===== src/sv/mbrs_pkg.sv =====
//==============================================================================
// mbrs_pkg
// Shared types and constants for the motion burst read sequencer.
//==============================================================================
`default_nettype none

package mbrs_pkg;

   // Burst geometry
   localparam int BURST_BYTES = 12;
   localparam int IDX_W       = $clog2(BURST_BYTES + 1);
   // Only bytes 0..6 of a burst are buffered for the packed result (byte 1 is unused)
   localparam int PACK_BYTES  = 7;
   localparam int PACK_IDX_W  = $clog2(PACK_BYTES);

   // Field widths
   localparam int MODE_W     = 3;
   localparam int BYTE_W     = 8;
   localparam int DELTA_W    = 16;
   localparam int PHASE_W    = 3;
   localparam int CMD_W      = 7;
   localparam int GAP_W      = 8;
   localparam int CSR_IDX_W  = 2;
   localparam int CSR_DATA_W = 8;

   // Register reset values
   localparam logic [GAP_W-1:0] GAP_TICKS_RST = GAP_W'(1);

   // Request event codes
   typedef enum logic [MODE_W-1:0] {
      MODE_START     = 3'd0,
      MODE_XFER_DONE = 3'd1,
      MODE_RX_BYTE   = 3'd2,
      MODE_TICK      = 3'd3,
      MODE_ACK       = 3'd4
   } mode_type;

   // Sequencer phases
   typedef enum logic [PHASE_W-1:0] {
      PH_IDLE  = 3'd0,
      PH_CMD   = 3'd1,
      PH_GAP   = 3'd2,
      PH_READ  = 3'd3,
      PH_DONE  = 3'd4,
      PH_ERROR = 3'd5
   } phase_type;

   // Configuration register indexes
   typedef enum logic [CSR_IDX_W-1:0] {
      CSR_BURST_CMD = 2'd0,
      CSR_GAP_TICKS = 2'd1
   } csr_index_type;

   // One request
   typedef struct packed {
      logic [MODE_W-1:0] mode;
      logic              spi_busy;
      logic              launch_ok;
      logic              transfer_error;
      logic [BYTE_W-1:0] rx_byte;
   } req_type;

   // One result
   typedef struct packed {
      logic [PHASE_W-1:0]        state_code;
      logic                      busy_res;
      logic                      select_active;
      logic                      start_accepted;
      logic                      done_ack;
      logic                      request_command;
      logic                      request_read;
      logic [BYTE_W-1:0]         motion_status;
      logic signed [DELTA_W-1:0] delta_x;
      logic signed [DELTA_W-1:0] delta_y;
      logic [BYTE_W-1:0]         surface_quality;
   } rsp_type;

   // Busy phases: chip select is low exactly in these
   function automatic logic phase_busy(input phase_type ph);
      return (ph == PH_CMD) || (ph == PH_GAP) || (ph == PH_READ);
   endfunction

endpackage

`default_nettype wire


===== src/sv/mbrs_req_if.sv =====
//==============================================================================
// mbrs_req_if
// Request channel: one sequencer event per accepted request.
//==============================================================================
`default_nettype none

interface mbrs_req_if
   import mbrs_pkg::*;
   ();
   logic                valid;
   logic                ready;
   logic [MODE_W-1:0]   mode;
   logic                spi_busy;
   logic                launch_ok;
   logic                transfer_error;
   logic [BYTE_W-1:0]   rx_byte;

   modport source (output valid, mode, spi_busy, launch_ok, transfer_error, rx_byte,
                   input ready);
   modport sink   (input valid, mode, spi_busy, launch_ok, transfer_error, rx_byte,
                   output ready);
endinterface

`default_nettype wire


===== src/sv/mbrs_rsp_if.sv =====
//==============================================================================
// mbrs_rsp_if
// Response channel: sequencer status and packed motion data.
//==============================================================================
`default_nettype none

interface mbrs_rsp_if
   import mbrs_pkg::*;
   ();
   logic                      valid;
   logic                      ready;
   logic [PHASE_W-1:0]        state_code;
   logic                      busy_res;
   logic                      select_active;
   logic                      start_accepted;
   logic                      done_ack;
   logic                      request_command;
   logic                      request_read;
   logic [BYTE_W-1:0]         motion_status;
   logic signed [DELTA_W-1:0] delta_x;
   logic signed [DELTA_W-1:0] delta_y;
   logic [BYTE_W-1:0]         surface_quality;

   modport source (output valid, state_code, busy_res, select_active, start_accepted,
                          done_ack, request_command, request_read, motion_status,
                          delta_x, delta_y, surface_quality,
                   input  ready);
   modport sink   (input  valid, state_code, busy_res, select_active, start_accepted,
                          done_ack, request_command, request_read, motion_status,
                          delta_x, delta_y, surface_quality,
                   output ready);
endinterface

`default_nettype wire


===== src/sv/mbrs_csr_if.sv =====
//==============================================================================
// mbrs_csr_if
// Configuration write channel: register index and write data.
//==============================================================================
`default_nettype none

interface mbrs_csr_if
   import mbrs_pkg::*;
   ();
   logic                  valid;
   logic                  ready;
   logic [CSR_IDX_W-1:0]  index;
   logic [CSR_DATA_W-1:0] wdata;

   modport source (output valid, index, wdata, input ready);
   modport sink   (input valid, index, wdata, output ready);
endinterface

`default_nettype wire


===== src/sv/mbrs_csr.sv =====
//==============================================================================
// mbrs_csr
// Configuration registers. The burst command address is never reflected in a
// response, so only gap_ticks is held here.
//==============================================================================
`default_nettype none

module mbrs_csr
   import mbrs_pkg::*;
(
   input  wire logic                  clock,
   input  wire logic                  reset,
   input  wire logic                  wr_en,
   input  wire logic [CSR_IDX_W-1:0]  wr_index,
   input  wire logic [CSR_DATA_W-1:0] wr_data,
   output logic [GAP_W-1:0]           gap_ticks
);

   logic [GAP_W-1:0] gap_ticks_ff;
   logic [GAP_W-1:0] gap_ticks_in;

   // Register decode
   always_comb begin
      gap_ticks_in = gap_ticks_ff;
      if (wr_en) begin
         unique case (csr_index_type'(wr_index))
            CSR_GAP_TICKS: gap_ticks_in = wr_data[GAP_W-1:0];
            CSR_BURST_CMD: gap_ticks_in = gap_ticks_ff;
            default:       gap_ticks_in = gap_ticks_ff;
         endcase
      end
   end

   always_ff @(posedge clock) begin
      if (reset) begin
         gap_ticks_ff <= GAP_TICKS_RST;
      end else begin
         gap_ticks_ff <= gap_ticks_in;
      end
   end

   assign gap_ticks = gap_ticks_ff;

endmodule

`default_nettype wire


===== src/sv/mbrs_ctrl.sv =====
//==============================================================================
// mbrs_ctrl
// Sequencer phase, gap counter, burst byte capture and packed motion hold.
// Computes the response for the request accepted this cycle.
//==============================================================================
`default_nettype none

module mbrs_ctrl
   import mbrs_pkg::*;
(
   input  wire logic             clock,
   input  wire logic             reset,
   input  wire logic             accept,
   input  wire req_type          req,
   input  wire logic [GAP_W-1:0] gap_ticks,
   output rsp_type               rsp
);

   phase_type                 phase_ff, phase_in;
   logic [GAP_W-1:0]          gap_count_ff;
   logic [IDX_W-1:0]          byte_idx_ff;
   logic [BYTE_W-1:0]         buf_ff [PACK_BYTES];
   logic [BYTE_W-1:0]         motion_ff, motion_in;
   logic signed [DELTA_W-1:0] dx_ff, dx_in;
   logic signed [DELTA_W-1:0] dy_ff, dy_in;
   logic [BYTE_W-1:0]         quality_ff, quality_in;

   mode_type         mode;
   logic             is_busy;
   logic             start_ok;
   logic             ev_start, ev_done, ev_rx, ev_tick, ev_ack;
   logic [GAP_W-1:0] gap_next;
   logic             read_launch;
   logic             cmd_ok;
   logic             read_ok;
   logic             rx_store;

   // Event decode
   assign mode     = mode_type'(req.mode);
   assign is_busy  = phase_busy(phase_ff);
   assign start_ok = !is_busy && !req.spi_busy;

   always_comb begin
      ev_start = 1'b0;
      ev_done  = 1'b0;
      ev_rx    = 1'b0;
      ev_tick  = 1'b0;
      ev_ack   = 1'b0;
      unique case (mode)
         MODE_START:     ev_start = accept;
         MODE_XFER_DONE: ev_done  = accept;
         MODE_RX_BYTE:   ev_rx    = accept;
         MODE_TICK:      ev_tick  = accept;
         MODE_ACK:       ev_ack   = accept;
         default:        ev_start = 1'b0;
      endcase
   end

   // Gap counter saturates at gap_ticks; read launches once reached and SPI free
   assign gap_next    = (gap_count_ff < gap_ticks) ? gap_count_ff + GAP_W'(1) : gap_count_ff;
   assign read_launch = ev_tick && (phase_ff == PH_GAP) && (gap_next >= gap_ticks)
                        && !req.spi_busy;
   assign cmd_ok      = ev_done && (phase_ff == PH_CMD) && !req.transfer_error;
   assign read_ok     = ev_done && (phase_ff == PH_READ) && !req.transfer_error;
   assign rx_store    = ev_rx && (phase_ff == PH_READ) && (byte_idx_ff < IDX_W'(BURST_BYTES));

   // Next phase
   always_comb begin
      phase_in = phase_ff;
      if (ev_start && start_ok) begin
         phase_in = req.launch_ok ? PH_CMD : PH_ERROR;
      end else if (ev_done && phase_ff == PH_CMD) begin
         phase_in = req.transfer_error ? PH_ERROR : PH_GAP;
      end else if (ev_done && phase_ff == PH_READ) begin
         phase_in = req.transfer_error ? PH_ERROR : PH_DONE;
      end else if (read_launch) begin
         phase_in = req.launch_ok ? PH_READ : PH_ERROR;
      end else if (ev_ack && phase_ff == PH_DONE) begin
         phase_in = PH_IDLE;
      end
   end

   // Packed motion values, little-endian deltas
   always_comb begin
      motion_in  = motion_ff;
      dx_in      = dx_ff;
      dy_in      = dy_ff;
      quality_in = quality_ff;
      if (read_ok) begin
         motion_in  = buf_ff[0];
         dx_in      = {buf_ff[3], buf_ff[2]};
         dy_in      = {buf_ff[5], buf_ff[4]};
         quality_in = buf_ff[6];
      end
   end

   // Response fields; done phase stands for a completed, unacknowledged read
   always_comb begin
      rsp.state_code      = phase_in;
      rsp.busy_res        = phase_busy(phase_in);
      rsp.select_active   = phase_busy(phase_in);
      rsp.start_accepted  = ev_start && start_ok && req.launch_ok;
      rsp.done_ack        = ev_ack && (phase_ff == PH_DONE);
      rsp.request_command = ev_start && start_ok;
      rsp.request_read    = read_launch;
      rsp.motion_status   = motion_in;
      rsp.delta_x         = dx_in;
      rsp.delta_y         = dy_in;
      rsp.surface_quality = quality_in;
   end

   // Phase and held values
   always_ff @(posedge clock) begin
      if (reset) begin
         phase_ff   <= PH_IDLE;
         motion_ff  <= '0;
         dx_ff      <= '0;
         dy_ff      <= '0;
         quality_ff <= '0;
      end else begin
         phase_ff   <= phase_in;
         motion_ff  <= motion_in;
         dx_ff      <= dx_in;
         dy_ff      <= dy_in;
         quality_ff <= quality_in;
      end
   end

   // Gap counter
   always_ff @(posedge clock) begin
      if (reset) begin
         gap_count_ff <= '0;
      end else if (cmd_ok) begin
         gap_count_ff <= '0;
      end else if (ev_tick && phase_ff == PH_GAP) begin
         gap_count_ff <= gap_next;
      end
   end

   // Burst capture: cleared at read launch, bytes past the burst dropped
   always_ff @(posedge clock) begin
      if (reset) begin
         byte_idx_ff <= '0;
         for (int i = 0; i < PACK_BYTES; i++) begin
            buf_ff[i] <= '0;
         end
      end else if (read_launch) begin
         byte_idx_ff <= '0;
         for (int i = 0; i < PACK_BYTES; i++) begin
            buf_ff[i] <= '0;
         end
      end else if (rx_store) begin
         byte_idx_ff <= byte_idx_ff + IDX_W'(1);
         if (byte_idx_ff < IDX_W'(PACK_BYTES)) begin
            buf_ff[byte_idx_ff[PACK_IDX_W-1:0]] <= req.rx_byte;
         end
      end
   end

endmodule

`default_nettype wire


===== src/sv/mbrs_rsp_reg.sv =====
//==============================================================================
// mbrs_rsp_reg
// Response output register. Loads while empty or while being drained, so a
// new request is taken every cycle the downstream side keeps up.
//==============================================================================
`default_nettype none

module mbrs_rsp_reg
   import mbrs_pkg::*;
(
   input  wire logic    clock,
   input  wire logic    reset,
   input  wire logic    load,
   input  wire rsp_type data_in,
   input  wire logic    out_ready,
   output logic         out_valid,
   output rsp_type      data_out,
   output logic         can_load
);

   logic    valid_ff, valid_in;
   rsp_type data_ff;

   assign can_load = !valid_ff || out_ready;
   assign valid_in = load || (valid_ff && !out_ready);

   always_ff @(posedge clock) begin
      if (reset) begin
         valid_ff <= 1'b0;
      end else begin
         valid_ff <= valid_in;
      end
   end

   // Payload needs no reset
   always_ff @(posedge clock) begin
      if (load) begin
         data_ff <= data_in;
      end
   end

   assign out_valid = valid_ff;
   assign data_out  = data_ff;

endmodule

`default_nettype wire


===== src/sv/motion_burst_read_sequencer_unit.sv =====
// Latency: a request accepted at a clock edge has its response valid from the next cycle.
// Throughput: one request per cycle while the response side keeps up; the response register is the only stage and
//   takes a new request whenever it is empty or is being drained.
// Reset (synchronous, active high): phase idle, counters, burst buffer and held
//   motion values cleared, gap_ticks back to 1, no response pending.
//==============================================================================
// motion_burst_read_sequencer_unit
// Non-blocking motion burst read sequencer for an optical-flow sensor on a
// shared SPI engine.
//==============================================================================
`default_nettype none

module motion_burst_read_sequencer_unit
   import mbrs_pkg::*;
(
   input  wire logic   clock,
   input  wire logic   reset,
   mbrs_req_if.sink    req_if,
   mbrs_rsp_if.source  rsp_if,
   mbrs_csr_if.sink    csr_if
);

   logic             req_accept;
   logic             can_load;
   logic [GAP_W-1:0] gap_ticks;
   req_type          req;
   rsp_type          rsp_next;
   rsp_type          rsp_out;

   // Configuration port is always ready
   assign csr_if.ready = 1'b1;

   mbrs_csr u_csr (
      .clock     (clock),
      .reset     (reset),
      .wr_en     (csr_if.valid),
      .wr_index  (csr_if.index),
      .wr_data   (csr_if.wdata),
      .gap_ticks (gap_ticks)
   );

   // Request handshake
   assign req_if.ready = can_load;
   assign req_accept   = req_if.valid && can_load;

   assign req.mode           = req_if.mode;
   assign req.spi_busy       = req_if.spi_busy;
   assign req.launch_ok      = req_if.launch_ok;
   assign req.transfer_error = req_if.transfer_error;
   assign req.rx_byte        = req_if.rx_byte;

   mbrs_ctrl u_ctrl (
      .clock     (clock),
      .reset     (reset),
      .accept    (req_accept),
      .req       (req),
      .gap_ticks (gap_ticks),
      .rsp       (rsp_next)
   );

   mbrs_rsp_reg u_rsp_reg (
      .clock     (clock),
      .reset     (reset),
      .load      (req_accept),
      .data_in   (rsp_next),
      .out_ready (rsp_if.ready),
      .out_valid (rsp_if.valid),
      .data_out  (rsp_out),
      .can_load  (can_load)
   );

   // Response fields
   assign rsp_if.state_code      = rsp_out.state_code;
   assign rsp_if.busy_res        = rsp_out.busy_res;
   assign rsp_if.select_active   = rsp_out.select_active;
   assign rsp_if.start_accepted  = rsp_out.start_accepted;
   assign rsp_if.done_ack        = rsp_out.done_ack;
   assign rsp_if.request_command = rsp_out.request_command;
   assign rsp_if.request_read    = rsp_out.request_read;
   assign rsp_if.motion_status   = rsp_out.motion_status;
   assign rsp_if.delta_x         = rsp_out.delta_x;
   assign rsp_if.delta_y         = rsp_out.delta_y;
   assign rsp_if.surface_quality = rsp_out.surface_quality;

   // Assertions
   a_select_tracks_busy: assert property (@(posedge clock) disable iff (reset)
      rsp_if.valid |-> (rsp_if.select_active == rsp_if.busy_res))
      else $error("chip select disagrees with busy");

   a_accept_enters_cmd: assert property (@(posedge clock) disable iff (reset)
      (rsp_if.valid && rsp_if.start_accepted) |->
         (rsp_if.request_command && rsp_if.state_code == PH_CMD))
      else $error("accepted start did not enter command phase");

   a_single_launch: assert property (@(posedge clock) disable iff (reset)
      rsp_if.valid |-> !(rsp_if.request_command && rsp_if.request_read))
      else $error("command and read requested together");

   a_ack_to_idle: assert property (@(posedge clock) disable iff (reset)
      (rsp_if.valid && rsp_if.done_ack) |-> (rsp_if.state_code == PH_IDLE))
      else $error("acknowledge did not return to idle");

   a_held_on_stall: assert property (@(posedge clock) disable iff (reset)
      (req_if.valid && !req_if.ready) |-> (rsp_if.valid && !rsp_if.ready))
      else $error("request stalled without a blocked response");

endmodule

`default_nettype wire

===== src/flat_wrapper.sv =====
// flat-port wrapper written by rule: the top's interface ports become plain ports
module motion_burst_read_sequencer_unit_flat import mbrs_pkg::*;
  (clock, reset, req_if_valid, req_if_mode, req_if_spi_busy, req_if_launch_ok, req_if_transfer_error, req_if_rx_byte, req_if_ready, rsp_if_valid, rsp_if_state_code, rsp_if_busy_res, rsp_if_select_active, rsp_if_start_accepted, rsp_if_done_ack, rsp_if_request_command, rsp_if_request_read, rsp_if_motion_status, rsp_if_delta_x, rsp_if_delta_y, rsp_if_surface_quality, rsp_if_ready, csr_if_valid, csr_if_index, csr_if_wdata, csr_if_ready);
  mbrs_req_if req_if_i ();
  mbrs_rsp_if rsp_if_i ();
  mbrs_csr_if csr_if_i ();
  input  wire logic clock;
  input  wire logic reset;
  input wire logic [$bits(req_if_i.valid)-1:0] req_if_valid;
  input wire logic [$bits(req_if_i.mode)-1:0] req_if_mode;
  input wire logic [$bits(req_if_i.spi_busy)-1:0] req_if_spi_busy;
  input wire logic [$bits(req_if_i.launch_ok)-1:0] req_if_launch_ok;
  input wire logic [$bits(req_if_i.transfer_error)-1:0] req_if_transfer_error;
  input wire logic [$bits(req_if_i.rx_byte)-1:0] req_if_rx_byte;
  output wire logic [$bits(req_if_i.ready)-1:0] req_if_ready;
  output wire logic [$bits(rsp_if_i.valid)-1:0] rsp_if_valid;
  output wire logic [$bits(rsp_if_i.state_code)-1:0] rsp_if_state_code;
  output wire logic [$bits(rsp_if_i.busy_res)-1:0] rsp_if_busy_res;
  output wire logic [$bits(rsp_if_i.select_active)-1:0] rsp_if_select_active;
  output wire logic [$bits(rsp_if_i.start_accepted)-1:0] rsp_if_start_accepted;
  output wire logic [$bits(rsp_if_i.done_ack)-1:0] rsp_if_done_ack;
  output wire logic [$bits(rsp_if_i.request_command)-1:0] rsp_if_request_command;
  output wire logic [$bits(rsp_if_i.request_read)-1:0] rsp_if_request_read;
  output wire logic [$bits(rsp_if_i.motion_status)-1:0] rsp_if_motion_status;
  output wire logic [$bits(rsp_if_i.delta_x)-1:0] rsp_if_delta_x;
  output wire logic [$bits(rsp_if_i.delta_y)-1:0] rsp_if_delta_y;
  output wire logic [$bits(rsp_if_i.surface_quality)-1:0] rsp_if_surface_quality;
  input wire logic [$bits(rsp_if_i.ready)-1:0] rsp_if_ready;
  input wire logic [$bits(csr_if_i.valid)-1:0] csr_if_valid;
  input wire logic [$bits(csr_if_i.index)-1:0] csr_if_index;
  input wire logic [$bits(csr_if_i.wdata)-1:0] csr_if_wdata;
  output wire logic [$bits(csr_if_i.ready)-1:0] csr_if_ready;
  assign req_if_i.valid = req_if_valid;
  assign req_if_i.mode = req_if_mode;
  assign req_if_i.spi_busy = req_if_spi_busy;
  assign req_if_i.launch_ok = req_if_launch_ok;
  assign req_if_i.transfer_error = req_if_transfer_error;
  assign req_if_i.rx_byte = req_if_rx_byte;
  assign req_if_ready = req_if_i.ready;
  assign rsp_if_valid = rsp_if_i.valid;
  assign rsp_if_state_code = rsp_if_i.state_code;
  assign rsp_if_busy_res = rsp_if_i.busy_res;
  assign rsp_if_select_active = rsp_if_i.select_active;
  assign rsp_if_start_accepted = rsp_if_i.start_accepted;
  assign rsp_if_done_ack = rsp_if_i.done_ack;
  assign rsp_if_request_command = rsp_if_i.request_command;
  assign rsp_if_request_read = rsp_if_i.request_read;
  assign rsp_if_motion_status = rsp_if_i.motion_status;
  assign rsp_if_delta_x = rsp_if_i.delta_x;
  assign rsp_if_delta_y = rsp_if_i.delta_y;
  assign rsp_if_surface_quality = rsp_if_i.surface_quality;
  assign rsp_if_i.ready = rsp_if_ready;
  assign csr_if_i.valid = csr_if_valid;
  assign csr_if_i.index = csr_if_index;
  assign csr_if_i.wdata = csr_if_wdata;
  assign csr_if_ready = csr_if_i.ready;
  motion_burst_read_sequencer_unit u_core (.clock(clock), .reset(reset), .req_if(req_if_i), .rsp_if(rsp_if_i), .csr_if(csr_if_i));
endmodule

===== config.mk =====
export PLATFORM = sky130hd
export DESIGN_NAME = motion_burst_read_sequencer_unit_flat
export DESIGN_NICKNAME = d
export VERILOG_FILES = /design/src/sv/mbrs_pkg.sv /design/src/sv/mbrs_req_if.sv /design/src/sv/mbrs_rsp_if.sv /design/src/sv/mbrs_csr_if.sv /design/src/sv/mbrs_csr.sv /design/src/sv/mbrs_ctrl.sv /design/src/sv/mbrs_rsp_reg.sv /design/src/sv/motion_burst_read_sequencer_unit.sv /design/src/flat_wrapper.sv
export SDC_FILE = /design/constraint.sdc
export NUM_CORES = 1
export LEC_CHECK = 0
export ABC_AREA = 1
export ABC_CLOCK_PERIOD_IN_PS = 3110
export BUFFER_PORTS_ARGS = -buffer_cell sky130_fd_sc_hd__buf_2
export CORE_ASPECT_RATIO = 0.6
export CORE_MARGIN = 5
export CORE_UTILIZATION = 52
export DETAILED_ROUTE_END_ITERATION = 7
export GPL_ROUTABILITY_DRIVEN = 1
export PLACE_DENSITY = 0.77
export RECOVER_POWER = 50
export SLEW_MARGIN = 5
export SYNTH_ARGS = -nofsm -noshare
export SYNTH_HDL_FRONTEND = slang
export SYNTH_SLANG_ARGS = --single-unit

===== constraint.sdc =====
create_clock -name clock -period 3.11 [get_ports clock]
set_input_delay 0.1555 -clock clock [delete_from_list [all_inputs] [get_ports clock]]
set_output_delay 0.1555 -clock clock [all_outputs]
set_load 0.01 [all_outputs]

==> results of run 1 <==
-- metrics by stage --
| step | utilization | setup WS [ps] | power (mW) | cells |
|---|---|---|---|---|
| after floorplan | - | 72.88 | 2.723 | 752 |
| after global placement | 0.5888 | 77.65 | 2.824 | 1021 |
| after detailed placement | 0.5888 | -28.37 | 2.828 | 1021 |
| after CTS | 0.6318 | -90.42 | 4.850 | 1056 |
| after global routing | 0.6430 | -48.13 | 5.012 | 1060 |
| final | 0.6430 | 109.8 | 4.827 | 1060 |
-- worst paths after layout --
path / slack (ps) / cells past startpoint / endpoint / startpoint
setup / recovery: 110 / 19 / u_core.u_ctrl.buf_ff[3][5] / u_core.u_csr.gap_ticks[5]
hold / removal: 20 / 3 / u_core.u_csr.gap_ticks[3] / csr_if_wdata[3]
setup reg to reg: 110 / 19 / u_core.u_ctrl.buf_ff[3][5] / u_core.u_csr.gap_ticks[5]
hold reg to reg: 470 / 2 / u_core.u_ctrl.byte_idx_ff[3] / u_core.u_ctrl.byte_idx_ff[3]
-- flip-flops by register name, summed over array words and instances, names as in the netlist --
| register | cells |
|---|---|
| u_core.u_csr.gap_ticks | 8 |
| u_core.u_ctrl.buf_ff | 48 |
| u_core.u_ctrl.byte_idx_ff | 4 |
| u_core.u_ctrl.dx_ff | 16 |
| u_core.u_ctrl.dy_ff | 16 |
| u_core.u_ctrl.gap_count_ff | 8 |
| u_core.u_ctrl.motion_ff | 8 |
| u_core.u_ctrl.phase_ff | 3 |
| u_core.u_ctrl.quality_ff | 8 |
| u_core.u_rsp_reg.data_out | 56 |
| u_core.u_rsp_reg.out_valid | 1 |
-- per-layer routing --
metal,track usage,share of wire
met3,0.04754,0.055
met5,0,0
met2,0.2746,0.43
met4,0.05367,0.0099
met1,0.2752,0.50
-- final cells by class --
type	count	area, um2
clock inverter	12	106.4
fill	1111	4938
timing repair buffer	111	554.3
clock buffer	20	456.7
inverter	159	601.8
sequential	176	4567
tap	192	240.2
multi-input combinational	390	2367
-- cell families after synthesis --
family,Yosys count,synth area share
other,1,0.0005034
xor gates and xnor gates,7,0.008230
and+or+nand+nor,222,0.1402
adders and majority gates,17,0.02855
AOI/OAI and AO/OA,143,0.1132
buffers and inverters,186,0.09657
DFF,176,0.6127
-- power by group through the flow --
stage	logic [mW]	registers, mW	clock network, mW
floorplan	0.115	2.61	0
global placement	0.233	2.59	0
detailed placement	0.238	2.59	0
CTS	0.244	2.54	2.07
global route	0.290	2.55	2.17
finish	0.262	2.54	2.02
-- cells in the final DEF (no fill, tap or decap), drive strengths merged, types with 2 or more instances in the layout --
cell,netlist,final
a211oi,49,49
a21oi,73,73
buf,13,44
clkbuf,14,84
clkinv,1,4
clkinvlp,0,4
dfxtp,72,72
dlygate4sd3,0,3
edfxtp,104,104
ha,17,17
inv,158,162
nand2,68,68
nand3,22,22
nand4,4,4
nor2,70,70
nor3,5,5
nor3b,2,2
o21a,2,2
o21ai,19,19
or2,48,48
xor2,6,6
-- worst max-delay path: stages (launching register included) --
cell,delay [ps]
dfxtp_1,300
inv_1,70
ha_1,300
a21oi_1,190
o21a_2,220
buf_6,130
nand3_2,80
and2_1,160
ha_1,270
nand2_1,40
nand3_1,80
nand2_1,50
nand2_1,70
nand2_1,70
nand2_2,90
nand2_2,60
nand2_2,90
clkinvlp_4,160
buf_6,180
nand2_8,100
-- what timing repair did --
action | 4_1_cts | 5_1_grt
hold endpoints to repair | 3 | 0
setup buffers | 0 | 4
hold buffers | 3 | 0
endpoints found under the setup margin | 48 | 52
pin swaps | 0 | 6
gates resized for setup | 1 | 47
==> flow_summary.ini, run 1 <==
[power_and_ir_drop]
power.density_nw_per_um2 = 542.7
leakagePower_nw = 3.814
p_sw_mw = 1.071
switching_share = 0.2219
peakVddDrop_uv = 423.4
p_comb_frac = 0.054
internal_power_mw = 3.756
power_frac_clock = 0.419
p_seq_frac = 0.527

[route]
drtPass1Iterations = 5
drtIter0Drc = 398
drt_wl_total_mm = 15.29
vias = 5241
ant_nets = 0
routedWlPerCell_um = 14.43
routed_via_density = 4.944
drc = 0

[yosys]
synth_edf_count = 104
synth_most_common_cell = inv_1
synthesis.nets = 798
syn_area_per_cell_um2 = 9.906
netlist_top_cells_area = edfxtp_1 42%, dfxtp_1 19%, inv_1 7.9%, a211oi_1 4.9%, a21oi_1 4.9%
synth.distinct_cells = 31
async_flop_share = 0
synth_warnings = 0
mappedNetlistArea_um2 = 7450
seq_area_frac_synth = 0.6127
synth_top_area_frac = 0.4192
syn-instance-count = 752
yosys_register_bits = 176
synth_common_cells = 156 x inv_1, 104 x edfxtp_1, 73 x a21oi_1
ys.flop_type = edfxtp_1
yosys.area.top_type = edfxtp_1

[worst_setup_path]
required_ps = 3240
start_kind = register
critPathKind = register to register
endpoint_kind = register
cp.arrival_ps = 3130
cp_max_fo = 8

[sta]
drv_slew = 46
holdWs_ps = 21.26
setup_viol = 0
hold_viol_final = 0
fin_skew_ps = 9.015
setup_tns_ps = 0
fmax_ghz = 0.3333
slew_headroom = -0.4193
max_slew.worst_pin.slew_ps = 2129
finalCriticalPeriod_ps = 3000
period_share = 0.9647

[die]
die_area_um2 = 16900
die_h_um = 102.7
start_util = 0.5386
io_pins = 89
rows = 33
chipWidth_um = 164.5
core_area_um2 = 13830

[global_routing]
first_global_vias = 4825
antenna_found_initial = 0
grt_start_max_net_pins = 145
grt_usage = 0.1864
grt_first_pass_wirelength_mm = 24.36
grt_overflow = 0

[clocking]
cts_buffers = 17
root_buffer = clkbuf_16
cts_max_level = 4
cts_tree = built
clock_latency_ps = 420
cts_sinks = 176
clockBufferDepth = 2
clkTransAtPathRegs_ps = 60

[place]
io_buffers = 87
placed_area_um2 = 8144
hpwl_mm = 10.03
gp_congestion = 0.8448

[cells_and_area]
final_cell_area_um2 = 8894
area_delta_synth_final_pct = 19.38
antenna-diode-count = 0
final_nets = 901
drive_gt1_frac = 0.1901

[worst_hold_path]
hold_path_class = input port to register

[status]
violations = max-capacitance violations, max-slew violations
outcome = finished, violations left

[run]
maxCapViolations = 1
Power figures use the tool's default switching activity.
==> run 2, diff against run 1 <==
--- a/config.mk
+++ b/config.mk
@@ -15,6 +15,7 @@
 export GPL_ROUTABILITY_DRIVEN = 1
 export PLACE_DENSITY = 0.77
 export RECOVER_POWER = 50
+export REMOVE_ABC_BUFFERS = 1
 export SLEW_MARGIN = 5
 export SYNTH_ARGS = -nofsm -noshare
 export SYNTH_HDL_FRONTEND = slang
==> flow_summary.ini, run 2 (same netlist as run 1, synthesis figures left out) <==
[status]
outcome = finished clean

[sta]
max_slew.worst_pin.slew_ps = 1353
period_share = 0.9753
fin_skew_ps = 10.49
fmax_ghz = 0.3297
drv_slew = 0
finalCriticalPeriod_ps = 3033
worst_slack_ps = 76.76
slew_headroom = 0.09774
setup_viol = 0
hold_viol_final = 0

[worst_setup_path]
critPathKind = register to register
start_kind = register
cp.arrival_ps = 3160
endpoint_kind = register
cp_max_fo = 8
required_ps = 3240

[die]
io_pins = 89
rows = 33
die_h_um = 102.7
die_area_um2 = 16900
start_util = 0.5386
core_area_um2 = 13830
chipWidth_um = 164.5

[cells_and_area]
drive_gt1_frac = 0.1940
largest_reg_flops = 56
final_nets = 904
area_delta_synth_final_pct = 20.32
layout_common_cells = 154 x inv_1, 104 x edfxtp_1, 70 x a21oi_1
final_common_cell = inv_1
antenna-diode-count = 0

[global_routing]
grt_start_max_net_pins = 78
grt_first_pass_wirelength_mm = 24.47
antenna_found_initial = 0
grt_usage = 0.1859
first_global_vias = 4827
grt_overflow = 0

[power_and_ir_drop]
power_frac_clock = 0.442
leakagePower_nw = 3.882
p_sw_mw = 1.067
internal_power_mw = 3.951
power_mw = 5.018
switching_share = 0.2127
peakVddDrop_uv = 379.5
power.density_nw_per_um2 = 559.8
p_seq_frac = 0.507
p_comb_frac = 0.051

[clocking]
cts_max_level = 4
clkTransAtPathRegs_ps = 70
cts_sinks = 176
clock_latency_ps = 420
clockBufferDepth = 2
root_buffer = clkbuf_16
cts_tree = built
cts_buffers = 17

[route]
drt_wl_total_mm = 15.31
vias = 5309
routedWlPerCell_um = 14.40
drtIter0Drc = 391
routed_via_density = 4.994
ant_nets = 0
drtPass1Iterations = 5
drc = 0

[run]
maxCapViolations = 0

[place]
hpwl_mm = 10.35
gp_congestion = 0.9000
io_buffers = 87
pre_cts_ws_ps = -35.82

[worst_hold_path]
hold_path_class = input port to register
## run 2: cell types whose count changed in the layout (fill, tap and decap cells not counted), sizes merged
| cell | delta |
|---|---|
| clkinvlp | -3 |
| dlygate4sd3 | -1 |
| clkbuf | -6 |
| bufinv | +3 |
| inv | -2 |
| buf | +8 |
| clkinv | +4 |
## run 2: path summary, 6_finish.rpt
kind         slack (ps)                         start                            to  cells past startpoint
max                  80     u_core.u_csr.gap_ticks[1]    u_core.u_ctrl.buf_ff[0][5]                     18
min                   8               csr_if_wdata[2]     u_core.u_csr.gap_ticks[2]                      3
max reg2reg          80     u_core.u_csr.gap_ticks[1]    u_core.u_ctrl.buf_ff[0][5]                     18
min reg2reg         470  u_core.u_ctrl.byte_idx_ff[3]  u_core.u_ctrl.byte_idx_ff[3]                      2
## run 2: final cells by class
class                   instances  area, um2
fillers                      1098       4868
flip-flops and latches        176       4569
multi-input cells             390       2333
repair buffers                114      601.8
inverters                     159      601.8
clock buffers                  18      429.2
well taps                     192      240.2
clock inverters                14      187.7
## run 2: what timing repair did
action | in CTS | in global routing
gates resized for setup | 0 | 43
cloned | 0 | 0
setup buffers | 0 | 4
hold buffers | 2 | 0
endpoints found under the setup margin | 48 | 53
pin swaps | 0 | 4
hold endpoints to repair | 2 | 0
## run 2: metrics by stage
step	hold slack [ps]	TNS, ps	util	instance area, um2	std cells
6_report	7.826	0	0.6480	8964	1063
5_1_grt	22.59	-3156	0.6480	8964	1063
4_1_cts	0.9766	-2365	0.6370	8811	1059
3_5_place_dp	378.2	-1341	0.5910	8174	1025
3_3_place_gp	368.1	0	0.5910	8174	1025
2_1_floorplan	224.6	-64760	-	7327	725
## run 2: power groups by stage
stage	Combinational, mW	Sequential (mW)	Clock [mW]
floorplan	0.103	2.61	0
global placement	0.234	2.59	0
detailed placement	0.237	2.59	0
CTS	0.241	2.54	2.26
global route	0.289	2.55	2.37
finish	0.258	2.54	2.22
## run 2: critical path, cell delays in order (launching register included)
cell and delay [ps]:
dfxtp_2 310, inv_1 40, ha_1 290, a21oi_2 60, o21ai_1 140, nand4_1 220, nand2_4 190, nand2_1 80
nand2_1 110, inv_1 80, ha_4 270, nand2_2 60, o21a_1 200, nand2_2 80, nand2_2 70, nand2_4 80
clkinvlp_4 160, buf_12 190, nand2_8 100
## run 2: layer usage
metal / vias up / share of wire / global-route usage
met5: - / 0 / 0
met1: 2453 / 0.50 / 0.2879
li1: 2667 / - / -
met4: 0 / 0.0062 / 0.04409
met3: 12 / 0.078 / 0.05553
met2: 177 / 0.42 / 0.2554
==> run 3, diff against run 2 <==
--- a/config.mk
+++ b/config.mk
@@ -6,14 +6,14 @@
 export NUM_CORES = 1
 export LEC_CHECK = 0
 export ABC_AREA = 1
-export ABC_CLOCK_PERIOD_IN_PS = 3110
+export ABC_CLOCK_PERIOD_IN_PS = 2700
 export BUFFER_PORTS_ARGS = -buffer_cell sky130_fd_sc_hd__buf_2
 export CORE_ASPECT_RATIO = 0.6
 export CORE_MARGIN = 5
-export CORE_UTILIZATION = 52
+export CORE_UTILIZATION = 45
 export DETAILED_ROUTE_END_ITERATION = 7
 export GPL_ROUTABILITY_DRIVEN = 1
-export PLACE_DENSITY = 0.77
+export PLACE_DENSITY = 0.69
 export RECOVER_POWER = 50
 export REMOVE_ABC_BUFFERS = 1
 export SLEW_MARGIN = 5
==> constraint.sdc (replaced) <==
create_clock -name clock -period 2.7 [get_ports clock]
set_input_delay 0.135 -clock clock [delete_from_list [all_inputs] [get_ports clock]]
set_output_delay 0.135 -clock clock [all_outputs]
set_load 0.01 [all_outputs]
==> flow_summary.ini, run 3 (same netlist as run 1, synthesis figures left out) <==
[clocking]
cts_tree = built
clockBufferDepth = 2
clkTransAtPathRegs_ps = 60
root_buffer = clkbuf_16
cts_sinks = 176
clock_latency_ps = 430
cts_max_level = 4
cts_buffers = 17

[sta]
setup_tns_ps = -2400
slew_headroom = 0.2844
fin_skew_ps = 13.26
worst_slack_ps = -67.49
hold_viol_final = 0
period_share = 1.025
drv_slew = 0
rsz0062_at_grt = yes
max_slew.worst_pin.slew_ps = 1073
finalCriticalPeriod_ps = 2767
fmax_ghz = 0.3613
setup_viol = 52
holdWs_ps = 16.72

[global_routing]
first_global_vias = 4791
grt_overflow = 0
antenna_found_initial = 1
grt_start_max_net_pins = 49
grt_first_pass_wirelength_mm = 24.98
grt_usage = 0.1669

[place]
pre_cts_ws_ps = -491.7
io_buffers = 87
gp_congestion = 0.8716
placed_cells = 1055
hpwl_mm = 10.75

[worst_setup_path]
start_kind = register
cp.arrival_ps = 2950
critPathKind = register to register
cp_max_fo = 8
endpoint_kind = register
required_ps = 2880
rr_endpoint = u_core.u_rsp_reg.data_out[52]
reg2reg_setup_slack_ps = -70
r2r_cells = 22
rr_startpoint = u_core.u_csr.gap_ticks[3]

[route]
drc = 0
vias = 5297
drt_wl_total_mm = 15.97
drtIter0Drc = 396
routedWlPerCell_um = 14.53
routed_via_density = 4.820
drtPass1Iterations = 5
ant_nets = 0

[status]
violations = negative setup slack
outcome = finished, violations left

[worst_hold_path]
hold_path.startpoint = csr_if_wdata[1]
hold_path_class = input port to register
holdPathStages = 3
whs_endpoint = u_core.u_csr.gap_ticks[1]

[power_and_ir_drop]
peakVddDrop_uv = 506.9
power.density_nw_per_um2 = 612.9
power_mw = 5.687
leakagePower_nw = 3.955

[die]
chipWidth_um = 176.1
core_area_um2 = 16220
die_h_um = 109.7
start_util = 0.4594
io_pins = 89
die_area_um2 = 19310
rows = 36

[cells_and_area]
finalNonFillerCells = 1099
area_delta_synth_final_pct = 24.55
layout_common_cells = 149 x inv_1, 104 x edfxtp_1, 70 x dfxtp_1
final_common_cell = inv_1
largest_reg_flops = 56
antenna-diode-count = 0
drive_gt1_frac = 0.2360
final_nets = 923

[run]
maxCapViolations = 0
==> run 3: changes by cell type in the layout (fill, tap and decap cells not counted), sizes merged <==
cell         before  now
dlygate4sd3       2    6
inv             160  162
clkinv            8    7
buf              52   67
clkinvlp          1    2
clkbuf           78   79
bufinv            4    1
==> run 3: worst max path at each step <==
stage                                          start                             to  slack [ps]
after CTS                  u_core.u_csr.gap_ticks[1]  u_core.u_rsp_reg.data_out[52]        -150
after detailed placement   u_core.u_csr.gap_ticks[3]     u_core.u_ctrl.buf_ff[2][0]        -490
after global placement     u_core.u_csr.gap_ticks[3]     u_core.u_ctrl.buf_ff[5][5]        -460
after global routing       u_core.u_csr.gap_ticks[3]  u_core.u_rsp_reg.data_out[52]        -200
after floorplan           u_core.u_rsp_reg.out_valid   u_core.u_rsp_reg.data_out[0]       -1140
final                      u_core.u_csr.gap_ticks[3]  u_core.u_rsp_reg.data_out[52]         -70
==> run 3: per-layer routing <==
layer  part of all wire  vias up  routed length [um]  global-route usage
met5            0.00044        -                   7                   0
met4              0.011        2                 172             0.05284
met3              0.061       19                 967             0.03952
met2               0.41      122                6494              0.2321
met1               0.52     2442                8327              0.2559
li1                   -     2712                   -                   -
==> run 3: what timing repair did <==
item,4_1_cts,5_1_grt
pin swaps,10,28
cloned,0,0
setup endpoints to repair,59,59
hold buffers,6,0
resized for setup,38,41
buffers inserted,2,4
hold endpoints to repair,4,0
==> run 3: area by class of cell <==
type | count | area [um2]
Clock buffer | 19 | 464.2
Clock inverter | 13 | 122.6
Fill cell | 1372 | 6937
Inverter | 159 | 605.6
Multi-Input combinational cell | 390 | 2507
Sequential cell | 176 | 4567
Tap cell | 209 | 261.5
Timing Repair Buffer | 133 | 750.7
==> run 3: where the power goes <==
| part | internal, mW | total, mW | switching [mW] |
|---|---|---|---|
| Sequential | 2.91 | 2.93 | 0.0236 |
| Combinational | 0.111 | 0.325 | 0.214 |
| Clock | 1.37 | 2.43 | 1.07 |
==> run 3: worst max-delay path, stage by stage (launching register included) <==
cell and delay [ps]:
dfxtp_2 320, inv_2 50, ha_4 270, nand2_2 50, o21ai_2 150, nand4_1 190
nand2_4 160, nand2_2 60, and2_4 160, ha_4 230, nand2_2 60, nand3_2 50
nand2_1 60, nand2_1 60, nand2_1 80, nand2_2 60, nand2_2 70, buf_6 110
nand2_4 50, nand2_4 70, nand2_4 60, nor2_4 100, nor2_1 40
==> run 3: per-stage QoR <==
| stage | util | area [um2] |
|---|---|---|
| 6_report | 0.5722 | 9279 |
| 2_1_floorplan | - | 7327 |
| 5_1_grt | 0.5722 | 9279 |
| 3_5_place_dp | 0.5122 | 8305 |
| 4_1_cts | 0.5630 | 9129 |
| 3_3_place_gp | 0.5122 | 8305 |
